===== config.mk =====
export PLATFORM = sky130hd
export DESIGN_NAME = evr_fifo
export DESIGN_NICKNAME = d
export VERILOG_FILES = /design/src/sv/evr_fifo.sv
export SDC_FILE = /design/constraint.sdc
export NUM_CORES = 1
export LEC_CHECK = 0
export BUFFER_PORTS_ARGS = -buffer_cell sky130_fd_sc_hd__buf_2
export CAP_MARGIN = 20
export CORE_MARGIN = 2
export CORE_UTILIZATION = 49
export CTS_CLUSTER_SIZE = 12
export DETAILED_ROUTE_END_ITERATION = 12
export GPL_TIMING_DRIVEN = 0
export PLACE_DENSITY = 0.76
export SYNTH_ARGS = -nofsm -noshare
export SYNTH_HDL_FRONTEND = slang
export SYNTH_SLANG_ARGS = --single-unit

===== constraint.sdc =====
create_clock -name clk_i -period 1.7 [get_ports clk_i]
set_input_delay 0.17 -clock clk_i [delete_from_list [all_inputs] [get_ports clk_i]]
set_output_delay 0.17 -clock clk_i [all_outputs]
set_load 0.1 [all_outputs]

===== src/sv/evr_fifo.sv =====
// small request queue with registered storage
module evr_fifo #(
  parameter int W     = 8,
  parameter int DEPTH = 2
) (
  input  logic         clk_i,
  input  logic         rst_ni,
  input  logic         push_i,
  output logic         full_o,
  input  logic [W-1:0] data_i,
  input  logic         pop_i,
  output logic         empty_o,
  output logic [W-1:0] data_o
);
  localparam int AW = $clog2(DEPTH);

  logic [W-1:0] mem_q [DEPTH];
  logic [AW:0]  wp_q, wp_d, rp_q, rp_d;
  logic         do_push, do_pop;

  assign full_o  = (wp_q[AW] != rp_q[AW]) && (wp_q[AW-1:0] == rp_q[AW-1:0]);
  assign empty_o = (wp_q == rp_q);
  assign do_push = push_i && !full_o;
  assign do_pop  = pop_i && !empty_o;
  assign data_o  = mem_q[rp_q[AW-1:0]];
  assign wp_d    = do_push ? wp_q + (AW+1)'(1) : wp_q;
  assign rp_d    = do_pop ? rp_q + (AW+1)'(1) : rp_q;

  always_ff @(posedge clk_i or negedge rst_ni) begin
    if (!rst_ni) begin
      wp_q <= '0;
      rp_q <= '0;
    end else begin
      wp_q <= wp_d;
      rp_q <= rp_d;
    end
  end

  always_ff @(posedge clk_i) begin
    if (do_push) begin
      mem_q[wp_q[AW-1:0]] <= data_i;
    end
  end

endmodule


==> impl_metrics.json <==
{
  "clock-sinks": 20,
  "synth_top_area_cell": "edfxtp_1",
  "drive_above_1_share_pct": 52.5,
  "multi_input_area_um2": 231,
  "clock_latency_ps": 300,
  "grt_pass1_wl_um": 2230,
  "port_buffers": 21,
  "synth.top_cell.area_share_pct": 59.7,
  "wl_per_cell_um": 14.3,
  "dr.pass1.iters": 4,
  "grt_max_degree": 12,
  "vias": 514,
  "coreArea_mm2": 0.00152,
  "initialDrtViolationCount": 4,
  "via_per_inst": 5.35,
  "hold_path_class": "primary input to register",
  "tightest_slew_ps": 537,
  "place_hpwl_um": 943,
  "critPathMaxFanout": 10,
  "whs_ps": 49.2,
  "htree_levels": 1,
  "cts_buffers": 3,
  "path_clk_slew_ps": 100,
  "fill_cells": 110,
  "yosys_warnings": 0,
  "ys_seq_area_share_pct": 72.2,
  "grt_pass1_vias": 489,
  "root_buffer": "clkbuf_4",
  "crit_arrival_ps": 1490,
  "avgSynthCellArea_um2": 15.5,
  "cts_tree": "yes",
  "finalCriticalPeriod_ps": 1660,
  "syn-cell-area_um2": 805,
  "post-place-ws_ps": -106,
  "hp-start": "data_i[0]",
  "critPathKind": "register to primary output",
  "start_kind": "register",
  "cts.path.max_buffers": 2,
  "seqCellArea_um2": 582,
  "globalRouteOverflowTotal": 0,
  "die_w_um": 44.5,
  "initial_core_util_pct": 52.8,
  "critPathRequiredTime_ps": 1530,
  "drtAntennaViolNets": 0,
  "area_growth_pct": 27.8,
  "num_io_pins": 22,
  "cp-startpoint": "rp_q[0]",
  "netlist_instances": 52,
  "ys_seq_elements": 20,
  "drt_drc_violations_left": 0,
  "antennaDiodeCount": 0,
  "fmax_mhz": 603,
  "die_h_um": 44.5,
  "rows": 14,
  "max-cap-violations": 0,
  "die_area_mm2": 0.00198,
  "num-nets-final": 93,
  "setup_viol_count_final": 0,
  "hold_viol": 0,
  "r2r_cells": 2,
  "antenna_found_initial": 0,
  "drt-total-wl_um": 1370,
  "timing.final.ws_setup_ps": 41.1,
  "gp_routability_congestion": 0.736,
  "grt_usage_pct": 16.9,
  "worst_clock_skew_ps": 1.01,
  "setup_tns_ps": 0,
  "hold_depth": 1,
  "synth_nets": 64,
  "worstReg2RegStart": "wp_q[1]",
  "drv_slew": 0,
  "finalCritPeriodShare_pct": 97.6,
  "status": "finished clean",
  "relSlewSlack_pct": 64.2,
  "synth_area_leaders": "edfxtp_1 60%, mux2_2 13%, dfrtp_1 12%",
  "cp-end-kind": "primary output",
  "synth_cell_types": 14
}
metal layers:
metal	vias to the layer above	GRT usage, %	part of all wire, %	wire length (µm)
met1	243	21.1	40	543
li1	246	-	-	-
met4	0	10.9	1.0	14
met3	2	3.67	6.0	83
met2	23	26.4	53	730
met5	-	0	0	0
layout by cell type, fill, tap and decap left out:
| cell | count |
|---|---|
| buf_6 | 2 |
| inv_1 | 1 |
| o21ai_1 | 2 |
| o21ai_0 | 3 |
| nor2_2 | 2 |
| nand2_1 | 4 |
| dfrtp_1 | 3 |
| clkbuf_4 | 3 |
| nand2b_1 | 1 |
| dfrtp_2 | 1 |
| clkbuf_1 | 1 |
| nor2_1 | 2 |
| buf_2 | 13 |
| a21oi_1 | 1 |
| mux2_2 | 9 |
| edfxtp_1 | 16 |
| dlygate4sd3_1 | 1 |
| nor2_4 | 1 |
| xnor2_1 | 1 |
| xor2_1 | 2 |
| a21oi_2 | 1 |
| buf_4 | 9 |
| a211oi_2 | 1 |
path summary, 6_finish.rpt:
path / slack, ps / endpoint
max in group asynchronous: 1370 / rp_q[0]
worst min-delay path: 50 / mem_q[0][0]
worst min register to register: 610 / rp_q[1]
worst max-delay path: 40 / data_o[2]
worst max register to register: 190 / mem_q[1][5]
min in group asynchronous: 190 / wp_q[1]
Yosys cell counts, drive strengths merged:
cell and instances:
nand2b 1, xnor2 1, o21ai 5, a211oi 1
nor2 5, xor2 2, inv 1, mux2 9
nand2 4, edfxtp 16, dfrtp 4, buf 1
a21oi 2
sequential cells by signal (all words and copies together) (netlist names):
register  cells
mem_q        16
rp_q          2
wp_q          2
final cells by class:
type	count	area share, %
plain buffers	1	1.09
inverters	1	0.365
clock buffers	4	2.55
repair buffers	24	15.0
multi-input cells	30	22.5
flip-flops and latches	20	56.6
well taps	16	1.95
repair_timing:
item / in CTS / in global routing
resized for setup: 13 / 2
hold endpoints to repair: 4 / 0
hold buffers: 1 / 0
endpoints found under the setup margin: 24 / 16
buffers inserted: 0 / 2
through the flow:
step                      std cells  util, %  cell area (µm²)
after floorplan                  52        -              810
after global placement           89     61.3              935
after detailed placement         89     61.3              935
after CTS                        94     65.9             1000
after global routing             96     67.5             1030
final                            96     67.5             1030
logic make-up after synthesis:
family / count (synthesis) / share of synthesized area [%]
flip-flops: 20 / 72.2
AND/OR/NAND/NOR: 10 / 4.98
multiplexers: 9 / 12.6
AO/OA/AOI/OAI: 8 / 5.91
XOR/XNOR: 3 / 3.27
buffers and inverters: 2 / 1.09
critical path, stage by stage, from the launching register on:
cell     delay (ps)
dfrtp_2         430
buf_6           170
mux2_2          350
buf_4           230
Power is not shown: default switching activity piles up to over one toggle a cycle in this logic, so the estimate is an artifact.
