**src/sv/evr_pkg.sv**
```systemverilog
// shared constants and tables of the euler vector rotator
package evr_pkg;

  // defaults of the top level parameters
  localparam int VEC_WIDTH_DEF     = 24;
  localparam int ANGLE_WIDTH_DEF   = 16;
  localparam int CORDIC_STAGES_DEF = 16;

  // number of tabled arctangent entries
  localparam int ATAN_ENTRIES = 24;

  // cordic datapath widths: angle accumulator, x/y lanes, q24 sine/cosine
  localparam int ZW = 34;
  localparam int XW = 33;
  localparam int CW = 28;

  // q30 constants
  localparam logic signed [ZW-1:0] Q30_PI      = ZW'(34'sh0C90FDAA2);
  localparam logic signed [ZW-1:0] Q30_HALF_PI = ZW'(34'sh06487ED51);
  localparam logic signed [XW-1:0] CORDIC_GAIN = XW'(33'sh026DD3B6A);

  // atan(2^-i) in q30, truncated
  function automatic logic [31:0] atan_q30(input int idx);
    logic [31:0] r;
    case (idx)
      0:       r = 32'h3243F6A8;
      1:       r = 32'h1DAC6705;
      2:       r = 32'h0FADBAFC;
      3:       r = 32'h07F56EA6;
      4:       r = 32'h03FEAB76;
      5:       r = 32'h01FFD55B;
      6:       r = 32'h00FFFAAA;
      7:       r = 32'h007FFF55;
      8:       r = 32'h003FFFEA;
      9:       r = 32'h001FFFFD;
      10:      r = 32'h000FFFFF;
      11:      r = 32'h0007FFFF;
      12:      r = 32'h0003FFFF;
      13:      r = 32'h0001FFFF;
      14:      r = 32'h0000FFFF;
      15:      r = 32'h00007FFF;
      16:      r = 32'h00003FFF;
      17:      r = 32'h00001FFF;
      18:      r = 32'h00000FFF;
      19:      r = 32'h000007FF;
      20:      r = 32'h000003FF;
      21:      r = 32'h000001FF;
      22:      r = 32'h000000FF;
      23:      r = 32'h0000007F;
      default: r = 32'h00000000;
    endcase
    return r;
  endfunction

endpackage

```
**src/sv/evr_front.sv**
```systemverilog
// front end: angle negation, scaling to q30 and quadrant fold
module evr_front #(
  parameter int ANGLE_WIDTH = evr_pkg::ANGLE_WIDTH_DEF
) (
  input  logic                          func_i,
  input  logic signed [ANGLE_WIDTH-1:0] yaw_i,
  input  logic signed [ANGLE_WIDTH-1:0] roll_i,
  input  logic signed [ANGLE_WIDTH-1:0] pitch_i,
  output logic signed [evr_pkg::ZW-1:0] z_o    [3],
  output logic                          flip_o [3]
);
  import evr_pkg::*;

  localparam int ZSH = 33 - ANGLE_WIDTH;

  logic signed [ANGLE_WIDTH-1:0] ang [3];

  assign ang[0] = yaw_i;
  assign ang[1] = roll_i;
  assign ang[2] = pitch_i;

  for (genvar l = 0; l < 3; l++) begin : g_lane
    logic signed [ZW-1:0] a, z;
    always_comb begin
      a = ZW'(ang[l]);
      if (func_i) begin
        a = -a;
      end
      z = a <<< ZSH;
      flip_o[l] = 1'b0;
      z_o[l]    = z;
      if (z > Q30_HALF_PI) begin
        z_o[l]    = z - Q30_PI;
        flip_o[l] = 1'b1;
      end else if (z < -Q30_HALF_PI) begin
        z_o[l]    = z + Q30_PI;
        flip_o[l] = 1'b1;
      end
    end
  end

endmodule

```
**config.mk**
```make
export PLATFORM = sky130hd
export DESIGN_NAME = evr_front
export DESIGN_NICKNAME = d
export VERILOG_FILES = /design/src/sv/evr_pkg.sv /design/src/sv/evr_front.sv
export SDC_FILE = /design/constraint.sdc
export NUM_CORES = 1
export LEC_CHECK = 0
export BUFFER_PORTS_ARGS = -buffer_cell sky130_fd_sc_hd__buf_4
export CORE_MARGIN = 5
export CORE_UTILIZATION = 49
export DETAILED_ROUTE_END_ITERATION = 8
export PLACE_DENSITY_LB_ADDON = 0.3
export SLEW_MARGIN = 5
export SYNTH_ARGS = -nofsm -noshare
export SYNTH_HDL_FRONTEND = slang
export SYNTH_SLANG_ARGS = --single-unit
```
**constraint.sdc**
```tcl
create_clock -name vclk -period 5.4
set_input_delay 1.08 -clock vclk [all_inputs]
set_output_delay 1.08 -clock vclk [all_outputs]
set_load 0.01 [all_outputs]
```
==> results.sh <==
export IMPL_status="completed"
export IMPL_syn_area_mm2=0.00452
export IMPL_required_ps=4320
export IMPL_seq_cell_count=0
export IMPL_cp_arrival_ps=4230
export IMPL_fin_nets=857
export IMPL_setup_ws_ps=85.3
export IMPL_synth_area_leaders="xnor2_1, buf_4, xor2_1"
export IMPL_multi_input_area_mm2=0.00395
export IMPL_yosysSeqAreaShare=0
export IMPL_vias_per_cell=6.27
export IMPL_fillCellCount=818
export IMPL_comb_power_share=1.000
export IMPL_syn2layout_area_growth_pct=28.3
export IMPL_grt_pass1_wl_um=24600
export IMPL_core_rowCount=35
export IMPL_startpoint_type="input pin"
export IMPL_ios=154
export IMPL_coreArea_mm2=0.00911
export IMPL_yosysWarnings=0
export IMPL_hpwlAfterDp_um=11900
export IMPL_grt_pass1_vias=5187
export IMPL_grt_usage=0.247
export IMPL_setup_viol=0
export IMPL_fin_crit_ps=5310
export IMPL_min_path_type="input pin to output port"
export IMPL_grtUsageMet3=0.0285
export IMPL_tightest_slew_ps=669
export IMPL_gr_max_usage_layer="met2"
export IMPL_setup_tns_final_ps=0
export IMPL_cp_max_fo=8
export IMPL_routed_wl_um=15500
export IMPL_max_slew_margin_rel=0.551
export IMPL_drtPass1Iterations=5
export IMPL_route_detailed_drc=0
export IMPL_drive_gt1_frac=0.324
export IMPL_crit_family="compound AO/OA/AOI/OAI gates"
export IMPL_grt_max_degree=27
export IMPL_path_cells="buf_4, inv_1, ha_1, buf_4, nand2b_4, o21ai_0, xnor2_1, buf_4, inv_1, ha_1, inv_1, o2111ai_1, a32o_2, a211oi_4, nor2_2, buf_6, a32oi_2, xor2_1, buf_4"
export IMPL_p_leak_nw=2.40
export IMPL_gp_congestion=0.982
export IMPL_cp_slowest_stage_delay_ps=370
export IMPL_drv_cap=0
export IMPL_p_int_mw=0.414
export IMPL_crit_top_cell="buf_4"
export IMPL_drtIter0Drc=353
export IMPL_critical_path_class="input pin to output port"
export IMPL_synth_cells=672
export IMPL_ys_types=71
export IMPL_worst_path_max_delay_cell="a211oi_4"
export IMPL_fin_crit_sh=0.984
export IMPL_p_clk_frac=0
export IMPL_synth_area_per_cell_um2=6.72
export IMPL_grtUsageMet2=0.449
export IMPL_power_frac_seq=0
export IMPL_hold_viol_final=0
export IMPL_synth_top_cell_area_share=0.116
export IMPL_start_util=0.496
export IMPL_critPathBufInv=8
export IMPL_endpoint_kind="output port"
export IMPL_grt_ovfl_total=0
export IMPL_cts_hold_buf=0
export IMPL_wl_per_cell_um=17.2
export IMPL_vdd_ir_drop_max_mv=0.106
export IMPL_die_area_mm2=0.0112
export IMPL_insertedDiodeCount=0
export IMPL_drv_slew=0
export IMPL_num_vias=5653
export IMPL_clock_fmax_mhz=188
export IMPL_seqCellArea_um2=0
export IMPL_antenna_found_initial=0
export IMPL_grt_util_met1=0.322
export IMPL_pre_cts_ws_ps=83.4
export IMPL_power_switching_mw=0.468
export IMPL_swShare=0.530
export IMPL_clock_buffer_count=0
export IMPL_pwr_density_cell_mw_per_mm2=152
export IMPL_dieHeight_um=106
export IMPL_dieWidth_um=106
export IMPL_io_buffers=151
export IMPL_synth_top_area_cell="xnor2_1"
export IMPL_ant_nets=0
==> layout make-up <==
cell class,instances,share of cell area
multi-input combinational,551,0.682
timing repair buffer,207,0.273
tap,111,0.0240
inverter,33,0.0214
==> power groups by stage <==
stage | registers [mW] | logic, mW | clock network, mW
4_1_cts | 0 | 0.851 | 0
2_1_floorplan | 0 | 0.527 | 0
3_3_place_gp | 0 | 0.832 | 0
3_5_place_dp | 0 | 0.846 | 0
6_report | 0 | 0.882 | 0
5_1_grt | 0 | 0.951 | 0
==> cell usage in the layout, fill, tap and decap left out, types with 4 or more instances in the layout <==
cell / count
a22oi_1: 12
nand2_1: 40
or2_2: 17
o211ai_1: 10
xor2_1: 38
nor2_1: 40
or3_1: 9
buf_4: 203
or4_1: 6
o21ai_0: 29
nand2b_1: 10
nand4_1: 5
nor3_1: 24
ha_1: 14
mux2i_1: 8
a32oi_1: 9
inv_1: 31
o21ai_1: 4
nor4_1: 7
nand3_1: 16
a31oi_1: 12
o32ai_1: 4
o22ai_1: 9
and3_1: 5
a21oi_1: 27
o31ai_1: 16
o41ai_1: 8
a211o_1: 4
a21o_1: 9
nor2b_1: 6
a31o_2: 6
xnor2_1: 60
a211oi_1: 11
o2111ai_1: 4
==> metrics by stage <==
stage	power, mW	hold WS [ps]	instances	area (µm²)	utilization
6_report	0.882	2610	902	5790	0.636
5_1_grt	0.951	2640	902	5790	0.636
4_1_cts	0.851	2600	892	5620	0.617
3_5_place_dp	0.846	2590	892	5620	0.617
3_3_place_gp	0.832	2600	892	5620	0.617
2_1_floorplan	0.527	2340	674	4520	-
==> final timing paths <==
kind / end / cells after the start / startpoint
worst max-delay path: z_o[65] / 19 / roll_i[0]
worst min-delay path: z_o[33] / 4 / pitch_i[15]
==> tightest hold or removal path, stage by stage <==
cell and delay (ps):
buf_4 100, xnor2_1 110, o22ai_1 80, buf_4 150
==> per-layer routing <==
| metal | vias up | share of wire |
|---|---|---|
| met5 | - | 0 |
| met3 | 16 | 0.075 |
| met4 | 0 | 0.0080 |
| li1 | 2689 | - |
| met1 | 2693 | 0.42 |
| met2 | 255 | 0.50 |
==> cells in the mapped netlist, drive strengths merged (3+ instances only) <==
master    n
a2111oi   3
a211o     4
a211oi   13
a21boi    3
a21o      9
a21oi    27
a22oi    12
a31o      6
a31oi    13
a32o      3
a32oi    11
and2      3
and3      5
buf      60
clkbuf   30
ha       15
inv      33
mux2i     8
nand2    40
nand2b   11
nand3    16
nand4     5
nor2     41
nor2b     6
nor3     24
nor4      9
nor4b     3
o2111ai   4
o211ai   10
o21a      3
o21ai    33
o22ai     9
o2bb2ai   3
o311ai    4
o31a      3
o31ai    17
o32ai     6
o41ai    10
or2      18
or3       9
or4       7
or4b      4
xnor2    60
xor2     40
==> kinds of logic after synthesis <==
| logic type | share of synthesized area |
|---|---|
| adder cells (fa/ha/maj) | 0.0416 |
| multiplexers | 0.0177 |
| AND/OR/NAND/NOR | 0.240 |
| XOR/XNOR | 0.196 |
| other | 0.000830 |
| buffers and inverters | 0.148 |
| AO/OA/AOI/OAI | 0.357 |
==> timing repair <==
| action | 4_1_cts | 5_1_grt |
|---|---|---|
| resized for setup | 0 | 24 |
| buffers inserted | 0 | 9 |
| endpoints found under the setup margin | 0 | 42 |
Power figures use the tool's default switching activity.
