<file path="src/sv/evr_pkg.sv">
// shared constants and tables of the euler vector rotator
package evr_pkg;

  // defaults of the top level parameters
  localparam int VEC_WIDTH_DEF     = 24;
  localparam int ANGLE_WIDTH_DEF   = 16;
  localparam int CORDIC_STAGES_DEF = 16;

  // number of tabled arctangent entries
  localparam int ATAN_ENTRIES = 24;

  // cordic datapath widths: angle accumulator, x/y lanes, q24 sine/cosine
  localparam int ZW = 34;
  localparam int XW = 33;
  localparam int CW = 28;

  // q30 constants
  localparam logic signed [ZW-1:0] Q30_PI      = ZW'(34'sh0C90FDAA2);
  localparam logic signed [ZW-1:0] Q30_HALF_PI = ZW'(34'sh06487ED51);
  localparam logic signed [XW-1:0] CORDIC_GAIN = XW'(33'sh026DD3B6A);

  // atan(2^-i) in q30, truncated
  function automatic logic [31:0] atan_q30(input int idx);
    logic [31:0] r;
    case (idx)
      0:       r = 32'h3243F6A8;
      1:       r = 32'h1DAC6705;
      2:       r = 32'h0FADBAFC;
      3:       r = 32'h07F56EA6;
      4:       r = 32'h03FEAB76;
      5:       r = 32'h01FFD55B;
      6:       r = 32'h00FFFAAA;
      7:       r = 32'h007FFF55;
      8:       r = 32'h003FFFEA;
      9:       r = 32'h001FFFFD;
      10:      r = 32'h000FFFFF;
      11:      r = 32'h0007FFFF;
      12:      r = 32'h0003FFFF;
      13:      r = 32'h0001FFFF;
      14:      r = 32'h0000FFFF;
      15:      r = 32'h00007FFF;
      16:      r = 32'h00003FFF;
      17:      r = 32'h00001FFF;
      18:      r = 32'h00000FFF;
      19:      r = 32'h000007FF;
      20:      r = 32'h000003FF;
      21:      r = 32'h000001FF;
      22:      r = 32'h000000FF;
      23:      r = 32'h0000007F;
      default: r = 32'h00000000;
    endcase
    return r;
  endfunction

endpackage

</file>
<file path="src/sv/evr_cordic_stage.sv">
// one registered cordic rotation stage
module evr_cordic_stage #(
  parameter int IDX = 0
) (
  input  logic                          clk_i,
  input  logic                          en_i,
  input  logic signed [evr_pkg::XW-1:0] x_i,
  input  logic signed [evr_pkg::XW-1:0] y_i,
  input  logic signed [evr_pkg::ZW-1:0] z_i,
  input  logic                          flip_i,
  output logic signed [evr_pkg::XW-1:0] x_o,
  output logic signed [evr_pkg::XW-1:0] y_o,
  output logic signed [evr_pkg::ZW-1:0] z_o,
  output logic                          flip_o
);
  import evr_pkg::*;

  localparam logic signed [ZW-1:0] ATN = ZW'(atan_q30(IDX));

  logic signed [XW-1:0] dx, dy, x_d, y_d;
  logic signed [ZW-1:0] z_d;

  always_comb begin
    dx = y_i >>> IDX;
    dy = x_i >>> IDX;
    if (!z_i[ZW-1]) begin
      x_d = x_i - dx;
      y_d = y_i + dy;
      z_d = z_i - ATN;
    end else begin
      x_d = x_i + dx;
      y_d = y_i - dy;
      z_d = z_i + ATN;
    end
  end

  always_ff @(posedge clk_i) begin
    if (en_i) begin
      x_o    <= x_d;
      y_o    <= y_d;
      z_o    <= z_d;
      flip_o <= flip_i;
    end
  end

endmodule

</file>
<file path="src/sv/evr_back.sv">
// back end: cordic pipeline, three rotations and output saturation
module evr_back #(
  parameter int VEC_WIDTH     = evr_pkg::VEC_WIDTH_DEF,
  parameter int CORDIC_STAGES = evr_pkg::CORDIC_STAGES_DEF,
  parameter int MW            = 8
) (
  input  logic                        clk_i,
  input  logic                        rst_ni,
  input  logic                        in_empty_i,
  input  logic [MW-1:0]               in_data_i,
  output logic                        in_pop_o,
  input  logic                        out_full_i,
  output logic                        out_push_o,
  output logic signed [VEC_WIDTH-1:0] out_x_o,
  output logic signed [VEC_WIDTH-1:0] out_y_o,
  output logic signed [VEC_WIDTH-1:0] out_z_o,
  output logic                        clip_o
);
  import evr_pkg::*;

  localparam int N  = (CORDIC_STAGES < ATAN_ENTRIES) ? CORDIC_STAGES : ATAN_ENTRIES;
  localparam int VW = VEC_WIDTH;
  localparam int IW = VW + 2;
  localparam int PW = IW + CW + 1;
  localparam int LW = ZW + 1;
  localparam logic signed [PW-1:0] RND    = PW'(1) <<< 23;
  localparam logic signed [IW-1:0] SAT_HI = IW'((64'sd1 <<< (VW - 1)) - 64'sd1);
  localparam logic signed [IW-1:0] SAT_LO = -SAT_HI - IW'(1);

  function automatic logic signed [IW-1:0] dot2(
    input logic signed [IW-1:0] a,
    input logic signed [CW-1:0] p,
    input logic signed [IW-1:0] b,
    input logic signed [CW-1:0] q
  );
    logic signed [PW-1:0] sum;
    sum = PW'(a) * PW'(p) + PW'(b) * PW'(q) + RND;
    return sum[IW+23:24];
  endfunction

  logic ce, take;

  // cordic levels, lane 0 yaw, lane 1 roll, lane 2 pitch
  logic signed [XW-1:0] lx [N+1][3];
  logic signed [XW-1:0] ly [N+1][3];
  logic signed [ZW-1:0] lz [N+1][3];
  logic                 lf [N+1][3];
  logic [3*VW-1:0]      cvec_q [N];
  logic [N-1:0]         cvld_q;

  assign take     = !in_empty_i;
  assign in_pop_o = ce && take;

  for (genvar l = 0; l < 3; l++) begin : g_lvl0
    assign lx[0][l] = CORDIC_GAIN;
    assign ly[0][l] = '0;
    assign lz[0][l] = in_data_i[(2-l)*LW+1 +: ZW];
    assign lf[0][l] = in_data_i[(2-l)*LW];
  end

  for (genvar k = 0; k < N; k++) begin : g_stage
    for (genvar l = 0; l < 3; l++) begin : g_lane
      evr_cordic_stage #(.IDX(k)) u_stage (
        .clk_i  (clk_i),
        .en_i   (ce),
        .x_i    (lx[k][l]),
        .y_i    (ly[k][l]),
        .z_i    (lz[k][l]),
        .flip_i (lf[k][l]),
        .x_o    (lx[k+1][l]),
        .y_o    (ly[k+1][l]),
        .z_o    (lz[k+1][l]),
        .flip_o (lf[k+1][l])
      );
    end
  end

  // post stage: sign fold and rounding to q24
  logic signed [CW-1:0] c_d [3];
  logic signed [CW-1:0] s_d [3];
  logic signed [CW-1:0] c_q [3];
  logic signed [CW-1:0] s_q [3];
  logic [3*VW-1:0]      pvec_q;

  for (genvar l = 0; l < 3; l++) begin : g_post
    logic signed [XW-1:0] xf, yf, tx, ty;
    always_comb begin
      xf = lf[N][l] ? -lx[N][l] : lx[N][l];
      yf = lf[N][l] ? -ly[N][l] : ly[N][l];
      tx = xf + XW'(32);
      ty = yf + XW'(32);
      c_d[l] = CW'(tx >>> 6);
      s_d[l] = CW'(ty >>> 6);
    end
  end

  // rotation stages
  logic signed [IW-1:0] px, py, pz;
  logic signed [IW-1:0] r1x_q, r1y_q, r1z_q, r2x_q, r2y_q, r2z_q, r3x_q, r3y_q, r3z_q;
  logic signed [CW-1:0] r1c_q [2];
  logic signed [CW-1:0] r1s_q [2];
  logic signed [CW-1:0] r2c_q, r2s_q;
  logic signed [IW-1:0] r1x_d, r1y_d, r2x_d, r2z_d, r3y_d, r3z_d;
  logic signed [VW-1:0] sx_d, sy_d, sz_d;
  logic                 clip_d;
  logic                 post_vld_q, r1_vld_q, r2_vld_q, r3_vld_q, sat_vld_q;

  assign px = IW'(signed'(pvec_q[3*VW-1 -: VW]));
  assign py = IW'(signed'(pvec_q[2*VW-1 -: VW]));
  assign pz = IW'(signed'(pvec_q[VW-1:0]));

  always_comb begin
    r1x_d = dot2(px, c_q[0], py, -s_q[0]);
    r1y_d = dot2(px, s_q[0], py, c_q[0]);
    r2x_d = dot2(r1x_q, r1c_q[0], r1z_q, r1s_q[0]);
    r2z_d = dot2(r1x_q, -r1s_q[0], r1z_q, r1c_q[0]);
    r3y_d = dot2(r2y_q, r2c_q, r2z_q, -r2s_q);
    r3z_d = dot2(r2y_q, r2s_q, r2z_q, r2c_q);
    clip_d = 1'b0;
    sx_d = VW'(r3x_q);
    sy_d = VW'(r3y_q);
    sz_d = VW'(r3z_q);
    if (r3x_q > SAT_HI) begin
      sx_d = VW'(SAT_HI); clip_d = 1'b1;
    end else if (r3x_q < SAT_LO) begin
      sx_d = VW'(SAT_LO); clip_d = 1'b1;
    end
    if (r3y_q > SAT_HI) begin
      sy_d = VW'(SAT_HI); clip_d = 1'b1;
    end else if (r3y_q < SAT_LO) begin
      sy_d = VW'(SAT_LO); clip_d = 1'b1;
    end
    if (r3z_q > SAT_HI) begin
      sz_d = VW'(SAT_HI); clip_d = 1'b1;
    end else if (r3z_q < SAT_LO) begin
      sz_d = VW'(SAT_LO); clip_d = 1'b1;
    end
  end

  // whole back end advances together; only a full result queue holds it
  assign ce         = !sat_vld_q || !out_full_i;
  assign out_push_o = sat_vld_q && !out_full_i;

  always_ff @(posedge clk_i or negedge rst_ni) begin
    if (!rst_ni) begin
      cvld_q     <= '0;
      post_vld_q <= 1'b0;
      r1_vld_q   <= 1'b0;
      r2_vld_q   <= 1'b0;
      r3_vld_q   <= 1'b0;
      sat_vld_q  <= 1'b0;
    end else if (ce) begin
      cvld_q     <= {cvld_q[N-2:0], take};
      post_vld_q <= cvld_q[N-1];
      r1_vld_q   <= post_vld_q;
      r2_vld_q   <= r1_vld_q;
      r3_vld_q   <= r2_vld_q;
      sat_vld_q  <= r3_vld_q;
    end
  end

  always_ff @(posedge clk_i) begin
    if (ce) begin
      cvec_q[0] <= in_data_i[MW-1 -: 3*VW];
      for (int k = 1; k < N; k++) begin
        cvec_q[k] <= cvec_q[k-1];
      end
      pvec_q <= cvec_q[N-1];
      for (int l = 0; l < 3; l++) begin
        c_q[l] <= c_d[l];
        s_q[l] <= s_d[l];
      end
      r1x_q    <= r1x_d;
      r1y_q    <= r1y_d;
      r1z_q    <= pz;
      r1c_q[0] <= c_q[1];
      r1s_q[0] <= s_q[1];
      r1c_q[1] <= c_q[2];
      r1s_q[1] <= s_q[2];
      r2x_q    <= r2x_d;
      r2y_q    <= r1y_q;
      r2z_q    <= r2z_d;
      r2c_q    <= r1c_q[1];
      r2s_q    <= r1s_q[1];
      r3x_q    <= r2x_q;
      r3y_q    <= r3y_d;
      r3z_q    <= r3z_d;
      out_x_o  <= sx_d;
      out_y_o  <= sy_d;
      out_z_o  <= sz_d;
      clip_o   <= clip_d;
    end
  end

endmodule

</file>
<file path="config.mk">
export PLATFORM = sky130hd
export DESIGN_NAME = evr_back
export DESIGN_NICKNAME = d
export VERILOG_FILES = /design/src/sv/evr_pkg.sv /design/src/sv/evr_cordic_stage.sv /design/src/sv/evr_back.sv
export SDC_FILE = /design/constraint.sdc
export NUM_CORES = 1
export LEC_CHECK = 0
export BUFFER_PORTS_ARGS = -buffer_cell sky130_fd_sc_hd__buf_2
export CAP_MARGIN = 10
export CORE_ASPECT_RATIO = 2
export CORE_MARGIN = 5
export CORE_UTILIZATION = 46
export CTS_CLUSTER_DIAMETER = 40
export DETAILED_ROUTE_END_ITERATION = 16
export GPL_ROUTABILITY_DRIVEN = 0
export GPL_TIMING_DRIVEN = 0
export HOLD_SLACK_MARGIN = 0.1
export PLACE_DENSITY_LB_ADDON = 0.08
export SETUP_SLACK_MARGIN = 0.1
export SLEW_MARGIN = 10
export SYNTH_ARGS = -nofsm -noshare
export SYNTH_HDL_FRONTEND = slang
export SYNTH_HIERARCHICAL = 1
export SYNTH_SLANG_ARGS = --single-unit
export TNS_END_PERCENT = 5
</file>
<file path="constraint.sdc">
create_clock -name clk_i -period 1.8 [get_ports clk_i]
set_input_delay 0.09 -clock clk_i [delete_from_list [all_inputs] [get_ports clk_i]]
set_output_delay 0.09 -clock clk_i [all_outputs]
set_load 0.05 [all_outputs]
</file>
==> flow_summary.ini <==
[status]
outcome = completed

[worst_setup_path]
critPathBufInv = 1
cp_cell_sequence = a21oi_1 -> buf_2
r2r-start = sat_vld_q
crit_path_top_delay_cell = dfrtp_1
worstPathArrival_ns = 1.13
cp_max_fo = 4
start_kind = flip-flop
crit_start = sat_vld_q
cp_top_family = flip-flops
crit_path_end_kind = primary output
worstPathRequired_ns = 1.71
cpPeakStageDelay_ns = 0.41
criticalPathCategory = flip-flop to primary output

[cts]
cts-resized-gates = 0
numCtsBuffers = 3
cts_tree = done
clk_latency_ns = 0.25
path_clk_slew_ns = 0.07
cts.root.buffer_cell = clkbuf_8
max-clock-path-buffers = 2
cts.sinks = 21
htreeDepth = 1

[timing]
max_clock_freq_mhz = 819
finalSetupViolCount = 0
final.setup.tns_ns = 0
skew_ns = 0.00121
timing.final.crit_share = 0.678
period_minus_slack_ns = 1.22
hold_viol_final = 0
rsz0062_at_grt = no
maxSlewViolCount = 0

[die]
die_y_um = 88.7
start_util = 0.478
die_w_um = 49.3
die_area_sq_mm = 0.00438
row_count = 28
ios = 87
core_region_area_sq_mm = 0.00298

[power_and_ir_drop]
switching_power_mw = 0.819
combPwrFrac = 0.492
p_int_mw = 1.41
p_leak_nw = 1.09
p_per_area_mw_per_mm2 = 1230
ir_drop_v = 0.000759
p_sw_frac = 0.367
clkPwrFrac = 0.129
p_seq_frac = 0.379

[yosys]
synth_fa_ha_area_frac = 0
ys_seq_area_frac = 0.369
avgSynthCellArea_sq_um = 11.7
syn-cell-area_sq_mm = 0.00142
synth.area.mux_share = 0.200
syn_inst = 122
synth.distinct_cells = 10
synth_simple_gate_area_share = 0.0149
synth_top_family_by_area = buffers and inverters
synth_xor_area_frac = 0
synth_warnings = 6
synth-compound-area-share = 0.00967
synth-seq-cells = 21

[global_routing]
grt_overflow = 0
grt_pass1_vias = 792
grt_pass1_wl_um = 3510
grt_usage = 0.101
grt_start_max_net_pins = 22
antenna_found_initial = 0

[drt]
drc = 0
final_antenna_net_count = 0
vias = 780
drt_iter0_markers = 12
avgViaCountPerCell = 3.35
drt-total-wl_um = 2100
drt-wirelength-per-cell_um = 9.03
drt-pass1-iter-count = 2

[worst_hold_path]
worstHoldStart = out_full_i
hold_class = input port to flip-flop

[flow_run]
cap_violations = 0

[layout]
n_antenna_cell = 0
areaGrowthSynthToFinish_pct = 27.1
nNetsFinal = 216
final_util = 0.608
layoutNonFillerInstCount = 233
final_layout_size_suffix_gt1_frac = 0.522

[placed_design]
io_buffers = 5
hpwlAfterDp_um = 1790
dpl.cell_count = 228
[power groups by stage]
stage / clock network, mW / registers, mW / logic, mW
floorplan: 0 / 0.813 / 1.02
global placement: 0 / 0.847 / 1.08
detailed placement: 0 / 0.857 / 1.08
CTS: 0.301 / 0.847 / 1.10
global route: 0.318 / 0.877 / 1.17
finish: 0.288 / 0.844 / 1.10
[state kept, by name, summed over array words and instances (netlist names)]
signal and count:
cvld_q 16, r1_vld_q 1, r2_vld_q 1, post_vld_q 1, sat_vld_q 1, r3_vld_q 1
[cell type report]
class	instances	area (sq um)
flip-flops and latches	21	526
repair buffers	6	35.0
well taps	30	37.5
clock buffers	3	41.3
multi-input cells	97	594
clock inverters	1	5.00
plain buffers	75	571
fillers	270	1170
[cells in the mapped netlist, drive strengths merged]
library cell / number / area, sq um
mux2: 19 / 285
conb: 2 / 7.51
buf: 75 / 571
and2b: 1 / 8.76
a21oi: 1 / 5.00
nand2: 1 / 6.26
nand2b: 1 / 6.26
a31o: 1 / 8.76
dfrtp: 21 / 526
[placed cells by master (no fill, tap or decap)]
cell type | Yosys | layout
clkinv_2 | 0 | 1
clkbuf_8 | 0 | 3
buf_2 | 0 | 5
and2b_2 | 1 | 1
nand2b_1 | 1 | 1
conb_1 | 2 | 73
buf_4 | 73 | 73
dfrtp_1 | 21 | 21
buf_6 | 2 | 2
a31o_2 | 1 | 1
nand2_2 | 1 | 1
mux2_4 | 19 | 19
a21oi_1 | 1 | 1
dlygate4sd3_1 | 0 | 1
[metrics by stage]
| step | worst slack (ns) | hold WS, ns | power [mW] | cell area, sq um |
|---|---|---|---|---|
| after floorplan | 0.307 | -0.206 | 1.83 | 1690 |
| after global placement | 0.700 | 0.0578 | 1.93 | 1750 |
| after detailed placement | 0.687 | 0.0625 | 1.94 | 1750 |
| after CTS | 0.565 | 0.129 | 2.25 | 1810 |
| after global routing | 0.509 | 0.133 | 2.36 | 1810 |
| final | 0.579 | 0.129 | 2.23 | 1810 |
[per-layer routing]
| metal | GRT usage | share of wire |
|---|---|---|
| met3 | 0.0422 | 0.12 |
| met5 | 0 | 0 |
| met1 | 0.102 | 0.32 |
| met4 | 0.0515 | 0.010 |
| met2 | 0.175 | 0.56 |
[final timing paths]
check | to | slack (ns) | cells after the start
min in group asynchronous | cvld_q[0] | 0.31 | 2
max reg2reg | r2_vld_q | 0.68 | 3
max | in_pop_o | 0.58 | 2
min reg2reg | sat_vld_q | 0.47 | 1
max in group asynchronous | cvld_q[15] | 1.19 | 2
min | cvld_q[0] | 0.13 | 2
[logic make-up after synthesis]
group,count (synthesis)
buffers and inverters,75
AO/OA/AOI/OAI,2
flip-flops,21
other,2
multiplexers,19
AND/OR/NAND/NOR,3
[timing repair]
| action | CTS | global route |
|---|---|---|
| hold buffers | 1 | 0 |
| setup buffers | 0 | 0 |
| hold endpoints to repair | 21 | 0 |
Note: power is estimated with default switching activity, not from simulation.
